## config.mk

```make
export PLATFORM = sky130hd
export DESIGN_NAME = simplified_aes_cipher
export DESIGN_NICKNAME = d
export VERILOG_FILES = /design/src/sv/saes_pkg.sv /design/src/sv/simplified_aes_cipher.sv
export SDC_FILE = /design/constraint.sdc
export NUM_CORES = 1
export LEC_CHECK = 0
export BUFFER_PORTS_ARGS = -buffer_cell sky130_fd_sc_hd__clkbuf_2
export CORE_ASPECT_RATIO = 2
export CORE_UTILIZATION = 45
export DETAILED_ROUTE_END_ITERATION = 7
export GPL_TIMING_DRIVEN = 0
export PLACE_DENSITY_LB_ADDON = 0.25
export SYNTH_ARGS = -nofsm -noshare
export SYNTH_HDL_FRONTEND = slang
export SYNTH_SLANG_ARGS = --single-unit
```

## constraint.sdc

```tcl
create_clock -name clk -period 6.56 [get_ports clk]
set_input_delay 0 -clock clk [delete_from_list [all_inputs] [get_ports clk]]
set_output_delay 0 -clock clk [all_outputs]
set_load 0.02 [all_outputs]
```

## src/sv/saes_pkg.sv

```systemverilog
package saes_pkg;

  localparam int unsigned BLOCK_W = 16;
  localparam int unsigned BYTE_W  = 8;
  localparam int unsigned NIB_W   = 4;

  localparam logic [BYTE_W-1:0] RCON1 = 8'b1000_0000;
  localparam logic [BYTE_W-1:0] RCON2 = 8'b0011_0000;

  // GF(16) column mix coefficients
  localparam logic [NIB_W-1:0] MIX_FWD_D = 4'h1;
  localparam logic [NIB_W-1:0] MIX_FWD_O = 4'h4;
  localparam logic [NIB_W-1:0] MIX_INV_D = 4'h9;
  localparam logic [NIB_W-1:0] MIX_INV_O = 4'h2;

  localparam logic [NIB_W-1:0] FWD_SBOX [16] = '{
    4'h9, 4'h4, 4'hA, 4'hB, 4'hD, 4'h1, 4'h8, 4'h5,
    4'h6, 4'h2, 4'h0, 4'h3, 4'hC, 4'hE, 4'hF, 4'h7
  };

  localparam logic [NIB_W-1:0] INV_SBOX [16] = '{
    4'hA, 4'h5, 4'h9, 4'hB, 4'h1, 4'h7, 4'h8, 4'hF,
    4'h6, 4'h0, 4'h2, 4'h3, 4'hC, 4'h4, 4'hD, 4'hE
  };

  typedef struct packed {
    logic [BLOCK_W-1:0] k0;
    logic [BLOCK_W-1:0] k1;
    logic [BLOCK_W-1:0] k2;
  } round_keys_t;

  // multiply modulo x^4 + x + 1
  function automatic logic [NIB_W-1:0] gf_mul(logic [NIB_W-1:0] a, logic [NIB_W-1:0] b);
    logic [NIB_W-1:0] acc;
    logic [NIB_W-1:0] aa;
    logic             carry;
    acc = '0;
    aa  = a;
    for (int i = 0; i < NIB_W; i++) begin
      if (b[i]) begin
        acc = acc ^ aa;
      end
      carry = aa[NIB_W-1];
      aa    = {aa[NIB_W-2:0], 1'b0};
      if (carry) begin
        aa = aa ^ 4'h3;
      end
    end
    return acc;
  endfunction

  function automatic logic [NIB_W-1:0] sbox(logic [NIB_W-1:0] n, logic inv);
    return inv ? INV_SBOX[n] : FWD_SBOX[n];
  endfunction

  // substitute nibbles, then swap nibbles 1 and 3
  function automatic logic [BLOCK_W-1:0] sub_shift(logic [BLOCK_W-1:0] v, logic inv);
    return {sbox(v[15:12], inv), sbox(v[3:0], inv), sbox(v[7:4], inv), sbox(v[11:8], inv)};
  endfunction

  function automatic logic [BLOCK_W-1:0] mix(logic [BLOCK_W-1:0] v, logic [NIB_W-1:0] d,
                                             logic [NIB_W-1:0] o);
    logic [NIB_W-1:0] a;
    logic [NIB_W-1:0] b;
    logic [NIB_W-1:0] c;
    logic [NIB_W-1:0] e;
    a = v[15:12];
    b = v[11:8];
    c = v[7:4];
    e = v[3:0];
    return {gf_mul(d, a) ^ gf_mul(o, b), gf_mul(o, a) ^ gf_mul(d, b),
            gf_mul(d, c) ^ gf_mul(o, e), gf_mul(o, c) ^ gf_mul(d, e)};
  endfunction

  function automatic logic [BYTE_W-1:0] rot_sub(logic [BYTE_W-1:0] w);
    return {FWD_SBOX[w[3:0]], FWD_SBOX[w[7:4]]};
  endfunction

  function automatic round_keys_t expand_key(logic [BLOCK_W-1:0] key);
    logic [BYTE_W-1:0] w0;
    logic [BYTE_W-1:0] w1;
    logic [BYTE_W-1:0] w2;
    logic [BYTE_W-1:0] w3;
    logic [BYTE_W-1:0] w4;
    logic [BYTE_W-1:0] w5;
    round_keys_t       rk;
    w0 = key[15:8];
    w1 = key[7:0];
    w2 = w0 ^ RCON1 ^ rot_sub(w1);
    w3 = w2 ^ w1;
    w4 = w2 ^ RCON2 ^ rot_sub(w3);
    w5 = w4 ^ w3;
    rk.k0 = {w0, w1};
    rk.k1 = {w2, w3};
    rk.k2 = {w4, w5};
    return rk;
  endfunction

  function automatic logic [BLOCK_W-1:0] encrypt(logic [BLOCK_W-1:0] v, round_keys_t rk);
    logic [BLOCK_W-1:0] t;
    t = v ^ rk.k0;
    t = sub_shift(t, 1'b0);
    t = mix(t, MIX_FWD_D, MIX_FWD_O) ^ rk.k1;
    t = sub_shift(t, 1'b0);
    return t ^ rk.k2;
  endfunction

  function automatic logic [BLOCK_W-1:0] decrypt(logic [BLOCK_W-1:0] v, round_keys_t rk);
    logic [BLOCK_W-1:0] t;
    t = v ^ rk.k2;
    t = sub_shift(t, 1'b1) ^ rk.k1;
    t = mix(t, MIX_INV_D, MIX_INV_O);
    t = sub_shift(t, 1'b1);
    return t ^ rk.k0;
  endfunction

endpackage

```

## src/sv/simplified_aes_cipher.sv

```systemverilog
// The input register captures each input transaction, and the result register its result.
// Throughput: one transaction per cycle unless held by out_stall; the cipher rounds are one
// combinational pass between the two registers, round keys are expanded once per key write.
// Reset (rst_n low, synchronous): both stages empty, key cleared to zero and
// round keys set to the expansion of the zero key.
module simplified_aes_cipher (
  input  logic                           clk,
  input  logic                           rst_n,
  input  logic                           in_valid,
  output logic                           in_stall,
  input  logic                           in_operation,
  input  logic [saes_pkg::BLOCK_W-1:0]   in_data_block,
  output logic                           out_valid,
  input  logic                           out_stall,
  output logic [saes_pkg::BLOCK_W-1:0]   out_result_block,
  input  logic                           cfg_wr_en,
  input  logic [saes_pkg::BLOCK_W-1:0]   cfg_wr_data
);
  import saes_pkg::*;

  round_keys_t        rk_r;
  round_keys_t        rk_nxt;
  logic               s1_valid_r;
  logic               s1_op_r;
  logic [BLOCK_W-1:0] s1_data_r;
  logic               out_valid_r;
  logic [BLOCK_W-1:0] out_data_r;
  logic [BLOCK_W-1:0] out_data_nxt;
  logic               out_ready;
  logic               in_ready;

  assign out_ready = !out_valid_r || !out_stall;
  assign in_ready  = !s1_valid_r || out_ready;
  assign in_stall  = !in_ready;

  assign rk_nxt       = expand_key(cfg_wr_data);
  assign out_data_nxt = s1_op_r ? decrypt(s1_data_r, rk_r) : encrypt(s1_data_r, rk_r);

  always_ff @(posedge clk) begin
    if (!rst_n) begin
      rk_r <= expand_key('0);
    end else if (cfg_wr_en) begin
      rk_r <= rk_nxt;
    end
  end

  always_ff @(posedge clk) begin
    if (!rst_n) begin
      s1_valid_r <= 1'b0;
    end else if (in_ready) begin
      s1_valid_r <= in_valid;
    end
  end

  always_ff @(posedge clk) begin
    if (in_ready && in_valid) begin
      s1_op_r   <= in_operation;
      s1_data_r <= in_data_block;
    end
  end

  always_ff @(posedge clk) begin
    if (!rst_n) begin
      out_valid_r <= 1'b0;
    end else if (out_ready) begin
      out_valid_r <= s1_valid_r;
    end
  end

  always_ff @(posedge clk) begin
    if (out_ready && s1_valid_r) begin
      out_data_r <= out_data_nxt;
    end
  end

  assign out_valid        = out_valid_r;
  assign out_result_block = out_data_r;

  a_stall_cause: assert property (@(posedge clk) disable iff (!rst_n)
    in_stall |-> (s1_valid_r && out_valid_r && out_stall))
    else $error("input stalled without a blocked result");

  a_stage_moves: assert property (@(posedge clk) disable iff (!rst_n)
    (s1_valid_r && out_ready) |=> out_valid_r)
    else $error("staged transaction lost");

  a_key_expand: assert property (@(posedge clk) disable iff (!rst_n)
    cfg_wr_en |=> (rk_r == expand_key($past(cfg_wr_data))))
    else $error("round keys do not match written key");

  a_key_stable: assert property (@(posedge clk) disable iff (!rst_n)
    (!cfg_wr_en && $past(rst_n)) |=> $stable(rk_r))
    else $error("round keys changed without a write");

endmodule

```

==> metrics.md <==
| Metric | Value |
|---|---|
| Total power | 3.97 mW |
| Worst Clk Skew | 0.00649 ns |
| Vias per inst | 5.42 |
| Hold Path End | rk_r[32]$_SDFFE_PN0P_ |
| Die ar. | 0.0189 mm² |
| Fmax | 0.214 GHz |
| Nets@finish | 1110 |
| Die W | 97.6 µm |
| CP Max Fanout | 7 |
| Io pins | 56 |
| Setup Viol. Count Final | 0 |
| Antenna violations before repair | 0 |
| Synth top area cells | ha_1 19%, dfxtp_1 12%, edfxtp_1 12% |
| CP Data Arrival Time | 4.74 ns |
| Final Hold Vio Count | 0 |
| Largest net degree at the start of global routing | 14 |
| Clock Pin Slew Worst Setup and Hold Paths | 0.06 ns |
| Worst min path class | in2reg |
| Worst EP required | 6.63 ns |
| Register area share after synthesis | 24.2% |
| Leak | 4.15 nW |
| Synthesized area per cell | 9.65 µm² |
| Share of the clock period used by the worst path | 71.1% |
| GPL Wtd Cong | 0.934 |
| R2R Setup Slk | 1.89 ns |
| RR Startpoint | s1_data_r[12]$_DFFE_PP_ |
| Post-layout min period | 4.67 ns |
| Synth-to-layout area growth | 13.8% |
| Post-synth ARST share | 0% |
| WHS Path Cells | 3 |
| Reg2Reg Depth | 15 |
| Flop and latch count out of synthesis | 83 |
| Detailed-placement wirelength estimate | 17900 µm |
| Critical path capture point type | flop |
| Routed vias | 6305 |
| IO Port Bufs | 52 |
| Max-slew violations | 0 |
| Violated checks | DRC |
| Drt drc | 4 |
| Cell area after synthesis | 0.00823 mm² |
| Worst-Margin Slew | 0.937 ns |
| Layout cells sized above 1 | 12.5% |
| Syn_nets | 1017 |
| Clk_lat worst skew | 0.35 ns |
| Synth cell types | 69 |
| Number of flops mapped to enable cells by yosys | 33 |
| Core area | 0.0179 mm² |
| CTS tree | yes |
| Worst vdd ir | 0.150 mV |
| DR WL/cell | 18.7 µm |
| Vias in the first global route | 6493 |
| Synth top area share | 19.2% |
| Row cnt | 69 |
| MaxCap Viol Count | 0 |
| Critical path launch point type | flop |
| Post-Synthesis Cells | 853 |
| Worst slew margin | 37.6% |
| TritonCTS sink count | 83 |
| DRT Wirelength | 21800 µm |
| Worst setup path class | reg2reg |
| Drt first-iter violations | 242 |
| RSZ-0062 raised after global routing | no |
| CTS Buf Count | 9 |
| CTS Root Cell | clkbuf_16 |
| Synth Flop Type | dfxtp_1 |
| PD cells | 424 mW/mm² |
| GRT Resource Usage Total | 23.8% |
| # resized after CTS | 0 |
| Worst Hold Launch | cfg_wr_data[0] |
| First-pass GRT wire length | 33700 µm |
| Grt ovf | 0 |
| Worst R2R End | out_result_block[0]$_DFFE_PP_ |
| Chip height | 193 µm |
| Status | finished with violations |
| DRT Pass-1 Iters | 8 |
| N_diodes | 0 |
| H-tree level count | 3 |
| Initial Util | 46.0% |
| Yosys top cell by area | ha_1 |
| Final antenna-violating net count | 0 |
| Clock Tree Buf Depth | 2 |
| Sum Neg Setup Slack | 0 ns |
| Yosys warns | 0 |
Yosys cell counts (all sizes together), types with 2 or more instances:
library cell / n
or4: 2
a21oi: 19
o31ai: 4
or4b: 2
o21ai: 38
o22a: 2
o22ai: 5
nand2: 48
and2: 5
nand3b: 6
a31oi: 8
or3: 4
mux2i: 54
o221ai: 2
nand3: 12
mux4: 19
nor3b: 5
clkbuf: 12
a31o: 2
nor2b: 5
edfxtp: 33
a22oi: 4
nor3: 21
mux2: 8
buf: 8
o211ai: 10
o211a: 3
dfxtp: 50
a21o: 2
or2: 3
and3: 5
nor2: 62
xor2: 64
inv: 71
nand2b: 2
a211oi: 14
ha: 126
dlygate4sd3: 2
xnor2: 95
cell families after synthesis:
group	share of synthesized area [%]
compound gates	9.90
xor+xnor	18.6
fa+ha+maj	19.2
buf+inv	4.53
flops	24.2
mux	12.9
simple gates	10.7
layout make-up:
| cell class | instances | area (µm²) |
|---|---|---|
| plain buffers | 22 | 106 |
| clock buffers | 9 | 225 |
| clock inverters | 6 | 57.6 |
| fillers | 1682 | 8500 |
| inverters | 71 | 267 |
| multi-input cells | 677 | 5870 |
| flip-flops and latches | 83 | 1990 |
| well taps | 213 | 267 |
| repair buffers | 82 | 583 |
layer usage:
| metal | wire [µm] | up-vias | global-route usage, % |
|---|---|---|---|
| met5 | 0 | - | 0 |
| met4 | 1460 | 0 | 16.2 |
| met3 | 417 | 53 | 2.96 |
| met2 | 13100 | 103 | 50.6 |
| met1 | 6810 | 3025 | 18.8 |
| li1 | - | 3124 | - |
what timing repair did:
item                                   4_1_cts  5_1_grt
hold buffers                                28        0
endpoints found under the hold margin       29        0
setup buffers                                0        0
state kept, by name, indices dropped and copies added (netlist names):
name	flops
rk_r	48
s1_op_r	1
s1_valid_r	1
s1_data_r	16
out_valid	1
out_result_block	16
worst max path at each step:
stage | from | end | slack [ns] | depth (start not counted)
after CTS | s1_data_r[12]$_DFFE_PP_ | out_result_block[0]$_DFFE_PP_ | 1.82 | 15
final | s1_data_r[12]$_DFFE_PP_ | out_result_block[0]$_DFFE_PP_ | 1.89 | 15
after global placement | s1_data_r[12]$_DFFE_PP_ | out_result_block[0]$_DFFE_PP_ | 1.91 | 15
after floorplan | s1_data_r[12]$_DFFE_PP_ | out_result_block[0]$_DFFE_PP_ | 2.57 | 15
after global routing | s1_data_r[12]$_DFFE_PP_ | out_result_block[0]$_DFFE_PP_ | 1.46 | 15
after detailed placement | s1_data_r[12]$_DFFE_PP_ | out_result_block[0]$_DFFE_PP_ | 1.83 | 15
power by group:
| part | total, mW | leakage, nW | switching [mW] | internal (mW) |
|---|---|---|---|---|
| clock | 0.498 | 0.142 | 0.208 | 0.290 |
| sequential | 0.729 | 0.731 | 0.0648 | 0.664 |
| combinational | 2.74 | 3.27 | 1.57 | 1.17 |
worst max-delay path, stage by stage, from the launching register on:
cell and delay, ns:
edfxtp_1 0.44, xor2_1 0.46, inv_1 0.17, ha_1 0.23
mux4_2 0.48, xnor2_1 0.27, nand3_1 0.21, and2_1 0.20
buf_2 0.15, xnor2_1 0.57, inv_1 0.19, ha_1 0.25
mux4_2 0.49, xnor2_1 0.14, nand2_1 0.06, o21ai_1 0.07
layout by cell type, fill, tap and decap left out, drive strengths merged, types with 21 or more instances in the layout:
master	instances
clkbuf	73
xnor2	95
nand2	48
inv	71
ha	126
edfxtp	33
nor3	21
dlygate4sd3	30
dfxtp	50
nor2	62
o21ai	38
mux2i	54
xor2	64
metrics by stage:
stage                     hold slack [ns]  setup slack [ns]  instance area (µm²)  utilization [%]  cells
after floorplan                    0.0989              2.57                 8230                -    853
after CTS                         0.00931              1.82                 9370             52.4   1163
final                              0.0214              1.89                 9370             52.4   1163
after global placement              0.178              1.91                 8750             49.0   1118
after detailed placement            0.179              1.83                 8800             49.3   1120
after global routing               0.0373              1.46                 9370             52.4   1163
Power figures use the tool's default switching activity.
